<file path="src/design/dht_pkg.sv">
// ----------------------------------------------------------------------------
// dht_pkg
// Shared types, register indexes, reset values and status codes of the
// single-wire humidity/temperature sensor reader.
// ----------------------------------------------------------------------------
package dht_pkg;

   // bits in one sensor frame: two response phases are followed by this many bits
   localparam int FRAME_BITS = 40;
   localparam int BIT_IDX_W  = $clog2(FRAME_BITS + 1);

   localparam int TICK_W     = 16;
   localparam int WAIT_W     = 8;
   localparam int TIMEOUT_W  = 8;
   localparam int SLACK_W    = 7;
   localparam int BYTE_W     = 8;
   localparam int STATUS_W   = 3;
   localparam int CSR_IDX_W  = 2;
   localparam int CSR_DATA_W = 16;

   // register indexes of the configuration port
   localparam logic [CSR_IDX_W-1:0] CSR_START_LOW     = 2'd0;
   localparam logic [CSR_IDX_W-1:0] CSR_RELEASE_WAIT  = 2'd1;
   localparam logic [CSR_IDX_W-1:0] CSR_TIMEOUT       = 2'd2;
   localparam logic [CSR_IDX_W-1:0] CSR_RESPONSE_SLACK = 2'd3;

   // register reset values
   localparam logic [TICK_W-1:0]    START_LOW_RESET     = 16'd20000;
   localparam logic [WAIT_W-1:0]    RELEASE_WAIT_RESET  = 8'd10;
   localparam logic [TIMEOUT_W-1:0] TIMEOUT_RESET       = 8'd255;
   localparam logic [SLACK_W-1:0]   RESPONSE_SLACK_RESET = 7'd5;

   // reading status codes
   localparam logic [STATUS_W-1:0] STATUS_OK        = 3'd0;
   localparam logic [STATUS_W-1:0] STATUS_BAD_RESP  = 3'd1;
   localparam logic [STATUS_W-1:0] STATUS_BAD_LEVEL = 3'd2;
   localparam logic [STATUS_W-1:0] STATUS_TIMEOUT   = 3'd3;
   localparam logic [STATUS_W-1:0] STATUS_CHECKSUM  = 3'd4;

   // input item commands
   localparam logic CMD_TICK  = 1'b0;
   localparam logic CMD_START = 1'b1;

   typedef struct packed {
      logic command;
      logic line_level;
   } req_type;

   typedef struct packed {
      logic                drive_low;
      logic                busy_res;
      logic                done_res;
      logic [STATUS_W-1:0] status;
      logic [BYTE_W-1:0]   humidity;
      logic [BYTE_W-1:0]   temperature;
   } rsp_type;

   typedef struct packed {
      logic [TICK_W-1:0]    start_low_ticks;
      logic [WAIT_W-1:0]    release_wait_ticks;
      logic [TIMEOUT_W-1:0] timeout_ticks;
      logic [SLACK_W-1:0]   response_slack;
   } cfg_type;

endpackage

</file>
<file path="src/design/dht_csr.sv">
// ----------------------------------------------------------------------------
// dht_csr
// Configuration registers of the sensor reader, written through a
// valid/ready port by register index.
// ----------------------------------------------------------------------------
module dht_csr (
   input  logic                             clock,
   input  logic                             reset,
   input  logic                             csr_valid,
   output logic                             csr_ready,
   input  logic [dht_pkg::CSR_IDX_W-1:0]    csr_index,
   input  logic [dht_pkg::CSR_DATA_W-1:0]   csr_data,
   output dht_pkg::cfg_type                 cfg
);

   dht_pkg::cfg_type cfg_ff;
   dht_pkg::cfg_type cfg_in;

   assign csr_ready = 1'b1;
   assign cfg       = cfg_ff;

   always_comb begin
      cfg_in = cfg_ff;
      if (csr_valid) begin
         unique case (csr_index)
            dht_pkg::CSR_START_LOW:
               cfg_in.start_low_ticks = csr_data;
            dht_pkg::CSR_RELEASE_WAIT:
               cfg_in.release_wait_ticks = csr_data[dht_pkg::WAIT_W-1:0];
            dht_pkg::CSR_TIMEOUT:
               cfg_in.timeout_ticks = csr_data[dht_pkg::TIMEOUT_W-1:0];
            dht_pkg::CSR_RESPONSE_SLACK:
               cfg_in.response_slack = csr_data[dht_pkg::SLACK_W-1:0];
         endcase
      end
   end

   always_ff @(posedge clock) begin
      if (reset) begin
         cfg_ff.start_low_ticks    <= dht_pkg::START_LOW_RESET;
         cfg_ff.release_wait_ticks <= dht_pkg::RELEASE_WAIT_RESET;
         cfg_ff.timeout_ticks      <= dht_pkg::TIMEOUT_RESET;
         cfg_ff.response_slack     <= dht_pkg::RESPONSE_SLACK_RESET;
      end else begin
         cfg_ff <= cfg_in;
      end
   end

endmodule

</file>
<file path="src/design/dht_core.sv">
// ----------------------------------------------------------------------------
// dht_core
// Reading sequencer: start pulse, release wait, response timing and
// frame bit decoding, one tick per transfer.
// ----------------------------------------------------------------------------
module dht_core (
   input  logic              clock,
   input  logic              reset,
   input  logic              item_valid,
   input  dht_pkg::req_type  item,
   input  dht_pkg::cfg_type  cfg,
   output dht_pkg::rsp_type  result
);

   typedef enum logic [2:0] {
      PH_IDLE,
      PH_START,
      PH_WAIT,
      PH_RESP1,
      PH_RESP2,
      PH_BITLOW,
      PH_BITHIGH
   } phase_type;

   localparam int TW = dht_pkg::TICK_W;
   localparam int BW = dht_pkg::BYTE_W;
   localparam int IW = dht_pkg::BIT_IDX_W;
   localparam logic [IW-1:0] FRAME_LAST = IW'(dht_pkg::FRAME_BITS);

   phase_type                    phase_ff, phase_in;
   logic [TW-1:0]                tick_ff, tick_in;
   logic [IW-1:0]                bit_index_ff, bit_index_in;
   logic                         seg_level_ff, seg_level_in;
   logic                         low_bad_ff, low_bad_in;
   logic [BW-1:0]                low_dur_ff, low_dur_in;
   logic [BW-1:0]                resp1_dur_ff, resp1_dur_in;
   logic [BW-1:0]                hum_ff, hum_in;
   logic [BW-1:0]                temp_ff, temp_in;
   logic [BW-1:0]                chk_ff, chk_in;
   logic [dht_pkg::STATUS_W-1:0] status_ff, status_in;
   logic                         done_in;

   logic [TW-1:0] tick_inc;
   logic          same_level;
   logic          seg_end;
   logic [BW-1:0] seg_dur;
   logic [BW:0]   resp_limit;
   logic [BW-1:0] bit_mask;
   logic [BW-1:0] sum8;

   // segment timing shared by the response and bit phases
   assign tick_inc   = tick_ff + TW'(1);
   assign same_level = (item.line_level == seg_level_ff);
   assign seg_end    = !same_level ||
                       !(tick_inc < {{(TW-dht_pkg::TIMEOUT_W){1'b0}}, cfg.timeout_ticks});
   // segment counts stay below the timeout, so the halved count fits a byte
   assign seg_dur    = same_level ? cfg.timeout_ticks : tick_ff[BW:1];
   assign resp_limit = {1'b0, resp1_dur_ff} + {{(BW+1-dht_pkg::SLACK_W){1'b0}},
                                               cfg.response_slack};
   assign bit_mask   = BW'(8'h80) >> bit_index_ff[2:0];

   always_comb begin
      phase_in     = phase_ff;
      tick_in      = tick_ff;
      bit_index_in = bit_index_ff;
      seg_level_in = seg_level_ff;
      low_bad_in   = low_bad_ff;
      low_dur_in   = low_dur_ff;
      resp1_dur_in = resp1_dur_ff;
      hum_in       = hum_ff;
      temp_in      = temp_ff;
      chk_in       = chk_ff;
      status_in    = status_ff;
      done_in      = 1'b0;
      sum8         = '0;

      if (item.command == dht_pkg::CMD_START) begin
         // a start during a reading is dropped
         if (phase_ff == PH_IDLE) begin
            hum_in       = '0;
            temp_in      = '0;
            chk_in       = '0;
            bit_index_in = '0;
            tick_in      = '0;
            low_bad_in   = 1'b0;
            phase_in     = PH_START;
         end
      end else begin
         unique case (phase_ff)
            PH_START: begin
               tick_in = tick_inc;
               if (tick_inc >= cfg.start_low_ticks) begin
                  tick_in  = '0;
                  phase_in = PH_WAIT;
               end
            end
            PH_WAIT: begin
               tick_in = tick_inc;
               if (tick_inc >= {{(TW-dht_pkg::WAIT_W){1'b0}}, cfg.release_wait_ticks}) begin
                  tick_in      = '0;
                  seg_level_in = item.line_level;
                  phase_in     = PH_RESP1;
               end
            end
            PH_RESP1, PH_RESP2, PH_BITLOW, PH_BITHIGH: begin
               if (!seg_end) begin
                  tick_in = tick_inc;
               end else begin
                  tick_in      = '0;
                  seg_level_in = item.line_level;
                  unique case (phase_ff)
                     PH_RESP1: begin
                        resp1_dur_in = seg_dur;
                        phase_in     = PH_RESP2;
                     end
                     PH_RESP2: begin
                        if (resp1_dur_ff != cfg.timeout_ticks &&
                            {1'b0, seg_dur} > resp_limit) begin
                           status_in = dht_pkg::STATUS_BAD_RESP;
                           phase_in  = PH_IDLE;
                           done_in   = 1'b1;
                        end else begin
                           bit_index_in = '0;
                           phase_in     = PH_BITLOW;
                        end
                     end
                     PH_BITLOW: begin
                        low_bad_in = seg_level_ff;
                        low_dur_in = seg_dur;
                        phase_in   = PH_BITHIGH;
                     end
                     default: begin
                        // high half of a bit pair
                        priority if (low_bad_ff || !seg_level_ff) begin
                           status_in = dht_pkg::STATUS_BAD_LEVEL;
                           phase_in  = PH_IDLE;
                           done_in   = 1'b1;
                        end else if (low_dur_ff == cfg.timeout_ticks ||
                                     seg_dur == cfg.timeout_ticks) begin
                           status_in = dht_pkg::STATUS_TIMEOUT;
                           phase_in  = PH_IDLE;
                           done_in   = 1'b1;
                        end else begin
                           if (low_dur_ff < seg_dur) begin
                              unique case (bit_index_ff[IW-1:3])
                                 3'd0:    hum_in  = hum_ff | bit_mask;
                                 3'd2:    temp_in = temp_ff | bit_mask;
                                 3'd4:    chk_in  = chk_ff | bit_mask;
                                 default: ;
                              endcase
                           end
                           bit_index_in = bit_index_ff + IW'(1);
                           if (bit_index_in >= FRAME_LAST) begin
                              sum8      = hum_in + temp_in;
                              status_in = (sum8 == chk_in) ? dht_pkg::STATUS_OK
                                                           : dht_pkg::STATUS_CHECKSUM;
                              phase_in  = PH_IDLE;
                              done_in   = 1'b1;
                           end else begin
                              phase_in = PH_BITLOW;
                           end
                        end
                     end
                  endcase
               end
            end
            default: ;
         endcase
      end
   end

   assign result.drive_low   = (phase_in == PH_START);
   assign result.busy_res    = (phase_in != PH_IDLE);
   assign result.done_res    = done_in;
   assign result.status      = status_in;
   assign result.humidity    = hum_in;
   assign result.temperature = temp_in;

   always_ff @(posedge clock) begin
      if (reset) begin
         phase_ff     <= PH_IDLE;
         tick_ff      <= '0;
         bit_index_ff <= '0;
         seg_level_ff <= 1'b0;
         low_bad_ff   <= 1'b0;
         low_dur_ff   <= '0;
         resp1_dur_ff <= '0;
         hum_ff       <= '0;
         temp_ff      <= '0;
         chk_ff       <= '0;
         status_ff    <= dht_pkg::STATUS_OK;
      end else if (item_valid) begin
         phase_ff     <= phase_in;
         tick_ff      <= tick_in;
         bit_index_ff <= bit_index_in;
         seg_level_ff <= seg_level_in;
         low_bad_ff   <= low_bad_in;
         low_dur_ff   <= low_dur_in;
         resp1_dur_ff <= resp1_dur_in;
         hum_ff       <= hum_in;
         temp_ff      <= temp_in;
         chk_ff       <= chk_in;
         status_ff    <= status_in;
      end
   end

endmodule

</file>
<file path="src/design/dht_out_buf.sv">
// ----------------------------------------------------------------------------
// dht_out_buf
// Result register with a skid stage, so the input side can take one more
// transfer while a result waits on a stalled receiver.
// ----------------------------------------------------------------------------
module dht_out_buf (
   input  logic              clock,
   input  logic              reset,
   input  logic              in_valid,
   input  dht_pkg::rsp_type  in_data,
   output logic              full,
   output logic              rsp_valid,
   input  logic              rsp_stall,
   output dht_pkg::rsp_type  rsp_data
);

   logic             out_valid_ff, out_valid_in;
   dht_pkg::rsp_type out_data_ff, out_data_in;
   logic             skid_valid_ff, skid_valid_in;
   dht_pkg::rsp_type skid_data_ff, skid_data_in;
   logic             out_free;

   assign out_free  = !out_valid_ff || !rsp_stall;
   assign full      = skid_valid_ff;
   assign rsp_valid = out_valid_ff;
   assign rsp_data  = out_data_ff;

   always_comb begin
      out_valid_in  = out_valid_ff;
      out_data_in   = out_data_ff;
      skid_valid_in = skid_valid_ff;
      skid_data_in  = skid_data_ff;
      priority if (skid_valid_ff) begin
         // no new transfer while the skid stage holds a result
         if (out_free) begin
            out_valid_in  = 1'b1;
            out_data_in   = skid_data_ff;
            skid_valid_in = 1'b0;
         end
      end else if (in_valid) begin
         if (out_free) begin
            out_valid_in = 1'b1;
            out_data_in  = in_data;
         end else begin
            skid_valid_in = 1'b1;
            skid_data_in  = in_data;
         end
      end else if (out_free) begin
         out_valid_in = 1'b0;
      end
   end

   always_ff @(posedge clock) begin
      if (reset) begin
         out_valid_ff  <= 1'b0;
         skid_valid_ff <= 1'b0;
      end else begin
         out_valid_ff  <= out_valid_in;
         skid_valid_ff <= skid_valid_in;
      end
      out_data_ff  <= out_data_in;
      skid_data_ff <= skid_data_in;
   end

endmodule

</file>
<file path="src/design/dht11_single_wire_reader.sv">
// ----------------------------------------------------------------------------
// dht11_single_wire_reader
// Single-wire humidity/temperature sensor reader driven by timer ticks.
// ----------------------------------------------------------------------------
// Each req_ transfer is either a start command or one timer tick carrying the
// sampled data-line level. Every req_ transfer yields exactly one rsp_
// transfer: drive_low (pull the line low), busy_res, done_res, the status of
// the last finished reading and the humidity/temperature bytes.
// The result of a req_ transfer is registered in the result register, or in
// the skid stage under rsp_stall. Throughput is one transfer per cycle while
// req_stall is low: the next state is formed by a single pass of logic from
// current state and the incoming item, into the state and result registers.
// A result register plus a skid stage sit on the rsp_ side; when rsp_stall
// holds a result, one more transfer is still taken and req_stall rises only
// once the skid stage is full.
// The csr_ port writes start_low_ticks, release_wait_ticks, timeout_ticks and
// response_slack by index 0..3; write it only while no reading is running.
// Synchronous reset returns the sequencer to idle, clears the bytes and
// status and loads the register defaults; nothing is pending after reset.
// ----------------------------------------------------------------------------
module dht11_single_wire_reader (
   input  logic                            clock,
   input  logic                            reset,
   input  logic                            req_valid,
   output logic                            req_stall,
   input  dht_pkg::req_type                req_data,
   output logic                            rsp_valid,
   input  logic                            rsp_stall,
   output dht_pkg::rsp_type                rsp_data,
   input  logic                            csr_valid,
   output logic                            csr_ready,
   input  logic [dht_pkg::CSR_IDX_W-1:0]   csr_index,
   input  logic [dht_pkg::CSR_DATA_W-1:0]  csr_data
);

   dht_pkg::cfg_type cfg;
   dht_pkg::rsp_type core_result;
   logic             buf_full;
   logic             req_accept;

   assign req_stall  = buf_full;
   assign req_accept = req_valid && !buf_full;

   dht_csr u_csr (
      .clock     (clock),
      .reset     (reset),
      .csr_valid (csr_valid),
      .csr_ready (csr_ready),
      .csr_index (csr_index),
      .csr_data  (csr_data),
      .cfg       (cfg)
   );

   dht_core u_core (
      .clock      (clock),
      .reset      (reset),
      .item_valid (req_accept),
      .item       (req_data),
      .cfg        (cfg),
      .result     (core_result)
   );

   dht_out_buf u_out_buf (
      .clock     (clock),
      .reset     (reset),
      .in_valid  (req_accept),
      .in_data   (core_result),
      .full      (buf_full),
      .rsp_valid (rsp_valid),
      .rsp_stall (rsp_stall),
      .rsp_data  (rsp_data)
   );

`ifndef ASSERT_OFF
   // skid stage only fills behind an occupied result register
   assert property (@(posedge clock) disable iff (reset) req_stall |-> rsp_valid)
      else $error("skid stage full while result register empty");

   // start pulse only inside a reading
   assert property (@(posedge clock) disable iff (reset)
      rsp_valid && rsp_data.drive_low |-> rsp_data.busy_res)
      else $error("drive_low outside a reading");

   // the finishing tick leaves the sequencer idle
   assert property (@(posedge clock) disable iff (reset)
      rsp_valid && rsp_data.done_res |-> !rsp_data.busy_res && !rsp_data.drive_low)
      else $error("reading finished but still busy");

   // status is one of the defined codes
   assert property (@(posedge clock) disable iff (reset)
      rsp_valid |-> rsp_data.status <= dht_pkg::STATUS_CHECKSUM)
      else $error("undefined status code");
`endif

endmodule

</file>
<file path="config.mk">
export PLATFORM = sky130hd
export DESIGN_NAME = dht11_single_wire_reader
export DESIGN_NICKNAME = d
export VERILOG_FILES = /design/src/design/dht_pkg.sv /design/src/design/dht_csr.sv /design/src/design/dht_core.sv /design/src/design/dht_out_buf.sv /design/src/design/dht11_single_wire_reader.sv
export SDC_FILE = /design/constraint.sdc
export NUM_CORES = 1
export LEC_CHECK = 0
export ABC_AREA = 0
export BUFFER_PORTS_ARGS = -buffer_cell sky130_fd_sc_hd__buf_2
export CORE_MARGIN = 2
export CORE_UTILIZATION = 40
export CTS_BUF_LIST = sky130_fd_sc_hd__clkbuf_2
export DETAILED_ROUTE_END_ITERATION = 10
export PLACE_DENSITY_LB_ADDON = 0.05
export SYNTH_ARGS = -nofsm -noshare
export SYNTH_HDL_FRONTEND = slang
export SYNTH_SLANG_ARGS = --single-unit
</file>
<file path="constraint.sdc">
create_clock -name clock -period 8.5 [get_ports clock]
set_clock_uncertainty 0.15 [all_clocks]
set_input_delay 0.85 -clock clock [delete_from_list [all_inputs] [get_ports clock]]
set_output_delay 0.85 -clock clock [all_outputs]
set_load 0.02 [all_outputs]
</file>
==> impl_metrics.prom <==
# TYPE chip_impl_metric gauge
chip_impl_metric{name="placeableCoreArea",unit="sq um"} 22710
chip_impl_metric{name="die_height",unit="um"} 156.2
chip_impl_metric{name="hpwl",unit="um"} 18090
chip_impl_metric{name="antenna_violations_before_repair",unit=""} 1
chip_impl_metric{name="vias",unit=""} 7503
chip_impl_metric{name="grt_first_pass_wirelength",unit="um"} 40010
chip_impl_metric{name="drt.antenna.violating_nets",unit=""} 0
chip_impl_metric{name="cts_inserted_buffers",unit=""} 17
chip_impl_metric{name="finalCriticalPeriod",unit="ns"} 6.335
chip_impl_metric{name="accumulated_negative_setup_slack",unit="ns"} 0
chip_impl_metric{name="place_congestion",unit=""} 0.8613
chip_impl_metric{name="start_util",unit="%"} 40.78
chip_impl_metric{name="post_route_cells_drive_above_1_share",unit="%"} 11.96
chip_impl_metric{name="post_cts_resize_count",unit=""} 0
chip_impl_metric{name="report.final.hold_viol_count",unit=""} 0
chip_impl_metric{name="synth.avg_cell_area",unit="sq um"} 8.888
chip_impl_metric{name="critical_path_peak_fanout",unit=""} 11
chip_impl_metric{name="yosys_warnings",unit=""} 0
chip_impl_metric{name="final_min_period_over_clock_period",unit="%"} 74.52
chip_impl_metric{name="grt_max_degree",unit=""} 85
chip_impl_metric{name="power_leakage",unit="nW"} 4.177
chip_impl_metric{name="cts.hold.buffers_added",unit=""} 0
chip_impl_metric{name="post-route-worst-setup-slack",unit="ns"} 2.165
chip_impl_metric{name="via_count_of_the_first_global_routing_pass",unit=""} 7136
chip_impl_info{name="layout_commonest_cell",value="dfxtp_1"} 1
chip_impl_metric{name="drv.max_cap_violation_count",unit=""} 0
chip_impl_info{name="worst_hold_path_type",value="primary input to flip-flop"} 1
chip_impl_metric{name="synthesis.instances",unit=""} 1042
chip_impl_metric{name="critical_path_arrival",unit="ns"} 6.77
chip_impl_metric{name="final.hold.worst_slack",unit="ns"} 0.09865
chip_impl_metric{name="synthToLayoutAreaGrowth",unit="%"} 7.106
chip_impl_info{name="setup.worst_path.start_class",value="flip-flop"} 1
chip_impl_info{name="layout_common_cells",value="dfxtp_1, nand2_1, nor2_1"} 1
chip_impl_info{name="timing_worst_setup_path_type",value="flip-flop to flip-flop"} 1
chip_impl_metric{name="synth_edf_count",unit=""} 44
chip_impl_info{name="crit_path_end_kind",value="flip-flop"} 1
chip_impl_metric{name="synth.cell_area",unit="sq um"} 9261
chip_impl_metric{name="detailed_routing_iteration_count_for_the_pre_antenna_repair_pass",unit=""} 7
chip_impl_metric{name="power.density",unit="nW/um^2"} 139.2
chip_impl_metric{name="clock_latency",unit="ns"} 0.78
chip_impl_metric{name="synth_cell_types",unit=""} 73
chip_impl_metric{name="die-area",unit="sq um"} 24390
chip_impl_metric{name="vdd_drop_max",unit="mV"} 0.06798
chip_impl_metric{name="routed_via_density",unit=""} 5.566
chip_impl_metric{name="post-route-drc-count",unit=""} 0
chip_impl_metric{name="slew_viol_final",unit=""} 0
chip_impl_metric{name="maximum_clock_rate",unit="MHz"} 157.9
chip_impl_metric{name="post-cts-setup-buffers",unit=""} 0
chip_impl_metric{name="cts.path.max_buffers",unit=""} 2
chip_impl_metric{name="row_count",unit=""} 55
chip_impl_metric{name="chipWidth",unit="um"} 156.2
chip_impl_metric{name="port_buffers",unit=""} 48
chip_impl_metric{name="stdcell_area",unit="sq um"} 9920
chip_impl_info{name="run_status",value="completed"} 1
chip_impl_info{name="rsz0062_at_grt",value="no"} 1
chip_impl_metric{name="grt_overflow_total",unit=""} 0
chip_impl_metric{name="grt_util_all_layers",unit="%"} 21.09
chip_impl_metric{name="ys_async_sr_fraction",unit="%"} 0
chip_impl_metric{name="total_of_endpoints_with_negative_setup_slack_in_the_final_report",unit=""} 0
chip_impl_metric{name="worst_slew_pin_slew",unit="ns"} 1.203
chip_impl_metric{name="cts_num_sinks",unit=""} 155
chip_impl_metric{name="pin_count",unit=""} 50
chip_impl_metric{name="synth_fp_nets",unit=""} 1135
chip_impl_metric{name="drt-wirelength-per-cell",unit="um"} 18.43
chip_impl_metric{name="final_nets",unit=""} 1142
chip_impl_metric{name="synth-seq-cells",unit=""} 155
chip_impl_metric{name="htree_levels",unit=""} 4
chip_impl_metric{name="slew_headroom",unit="%"} 19.80
chip_impl_metric{name="synth_seq_area_share",unit="%"} 38.26
chip_impl_info{name="cts_tree",value="yes"} 1
chip_impl_metric{name="post-place-ws",unit="ns"} 1.666
chip_impl_metric{name="clkSlewWorstSetupHoldPaths",unit="ns"} 0.29
chip_impl_info{name="synthFlopType",value="dfxtp_1"} 1
chip_impl_metric{name="dr.first_iter.drc_count",unit=""} 519
chip_impl_metric{name="dpl-instance-area",unit="sq um"} 9666
chip_impl_metric{name="power",unit="mW"} 1.381
chip_impl_info{name="clock_tree.root_cell",value="clkbuf_2"} 1
chip_impl_metric{name="wirelength",unit="um"} 24850
chip_impl_metric{name="worstPathRequired",unit="ns"} 8.93
==> layer usage <==
| metal | wire length [um] | GRT usage, % |
|---|---|---|
| met5 | 0 | 0 |
| met4 | 281 | 4.762 |
| met3 | 1006 | 3.083 |
| met2 | 10330 | 30.43 |
| met1 | 13230 | 32.87 |
==> final timing paths <==
path | start | end | depth (start not counted) | slack [ns]
setup reg to reg | u_core.seg_level_ff | u_out_buf.rsp_data[18] | 22 | 2.17
hold / removal | csr_data[9] | u_csr.cfg[32] | 2 | 0.1
setup / recovery | u_core.seg_level_ff | u_out_buf.rsp_data[18] | 22 | 2.17
hold reg to reg | u_csr.cfg[29] | u_csr.cfg[29] | 2 | 0.32
==> critical path, stage by stage (launching register included) <==
cell,delay (ns)
dfxtp_1,0.51
xnor2_1,0.15
buf_4,0.24
mux2i_1,0.40
ha_1,0.31
and4_1,0.20
nand2_1,0.15
o31ai_1,0.13
nor2_1,0.44
nand2_1,0.13
nor2_1,0.49
a21o_1,0.20
ha_1,0.18
fa_1,0.47
nor2b_1,0.18
a2111oi_0,0.39
nand4_1,0.14
a21oi_1,0.15
nand4_1,0.10
or4_1,0.52
o21ai_2,0.23
nand2b_1,0.11
a31o_1,0.22
==> cell usage after synthesis (all sizes together), types with 4 or more instances <==
cell type,count,area share [%]
or2,5,0.34
nor4,5,0.34
mux2,19,2.4
nand3b,14,1.1
ha,66,8.9
mux2i,16,1.7
a211o,10,0.95
a21o,28,2.3
o22ai,5,0.34
o211ai,4,0.38
and2,7,0.47
a21oi,62,3.4
buf,19,0.97
nand2,103,4.2
xnor2,30,2.8
nor3,16,0.92
nand3,22,1.2
edfxtp,44,14
inv,60,2.4
a31oi,7,0.54
o21bai,9,0.73
and3,14,0.95
nor3b,5,0.46
nor2b,14,0.95
a41oi,4,0.38
a32oi,12,1.1
o21ai,23,1.3
nand4,18,1.2
a22oi,17,1.4
xor2,26,2.5
nor2,95,3.9
o31ai,6,0.49
a211oi,22,1.8
clkbuf,51,2.1
o21a,7,0.57
dfxtp,111,24
nand2b,8,0.54
a22o,20,1.9
==> through the flow <==
stage | cells | utilization, %
final | 1348 | 43.68
after detailed placement | 1315 | 42.56
after global placement | 1315 | 42.56
after global routing | 1348 | 43.68
after floorplan | 1042 | -
after CTS | 1347 | 43.67
==> logic make-up after synthesis <==
kind of cell / after synthesis / synth area share [%]
AOI/OAI and AO/OA: 261 / 20.18
xor gates and xnor gates: 56 / 5.296
adders and majority gates: 68 / 9.349
buffers and inverters: 131 / 5.512
DFF: 155 / 38.26
muxes: 35 / 4.080
other: 1 / 0.04049
and+or+nand+nor: 335 / 17.28
==> power breakdown <==
group	internal (mW)	switching, mW
clock	0.0992	0.340
sequential	0.779	0.0149
combinational	0.0514	0.0969
==> flip-flops by register name, summed over array words and instances (netlist names), 6 cells and up <==
register,flops
u_csr.cfg,39
u_out_buf.rsp_data,22
u_out_buf.skid_data_ff,22
u_core.tick_ff,16
u_core.chk_ff,8
u_core.hum_ff,8
u_core.low_dur_ff,8
u_core.resp1_dur_ff,8
u_core.temp_ff,8
u_core.bit_index_ff,6
==> layout make-up <==
cell class                 instances  area (sq um)
inverter                          61         229.0
timing repair buffer              58         317.8
tap                              285         356.6
fill                            2283         12790
antenna                            1         2.502
clock buffer                      17         85.08
multi-input combinational        756          5219
clock inverter                    15         166.4
sequential                       155          3543
Power figures use the tool's default switching activity.
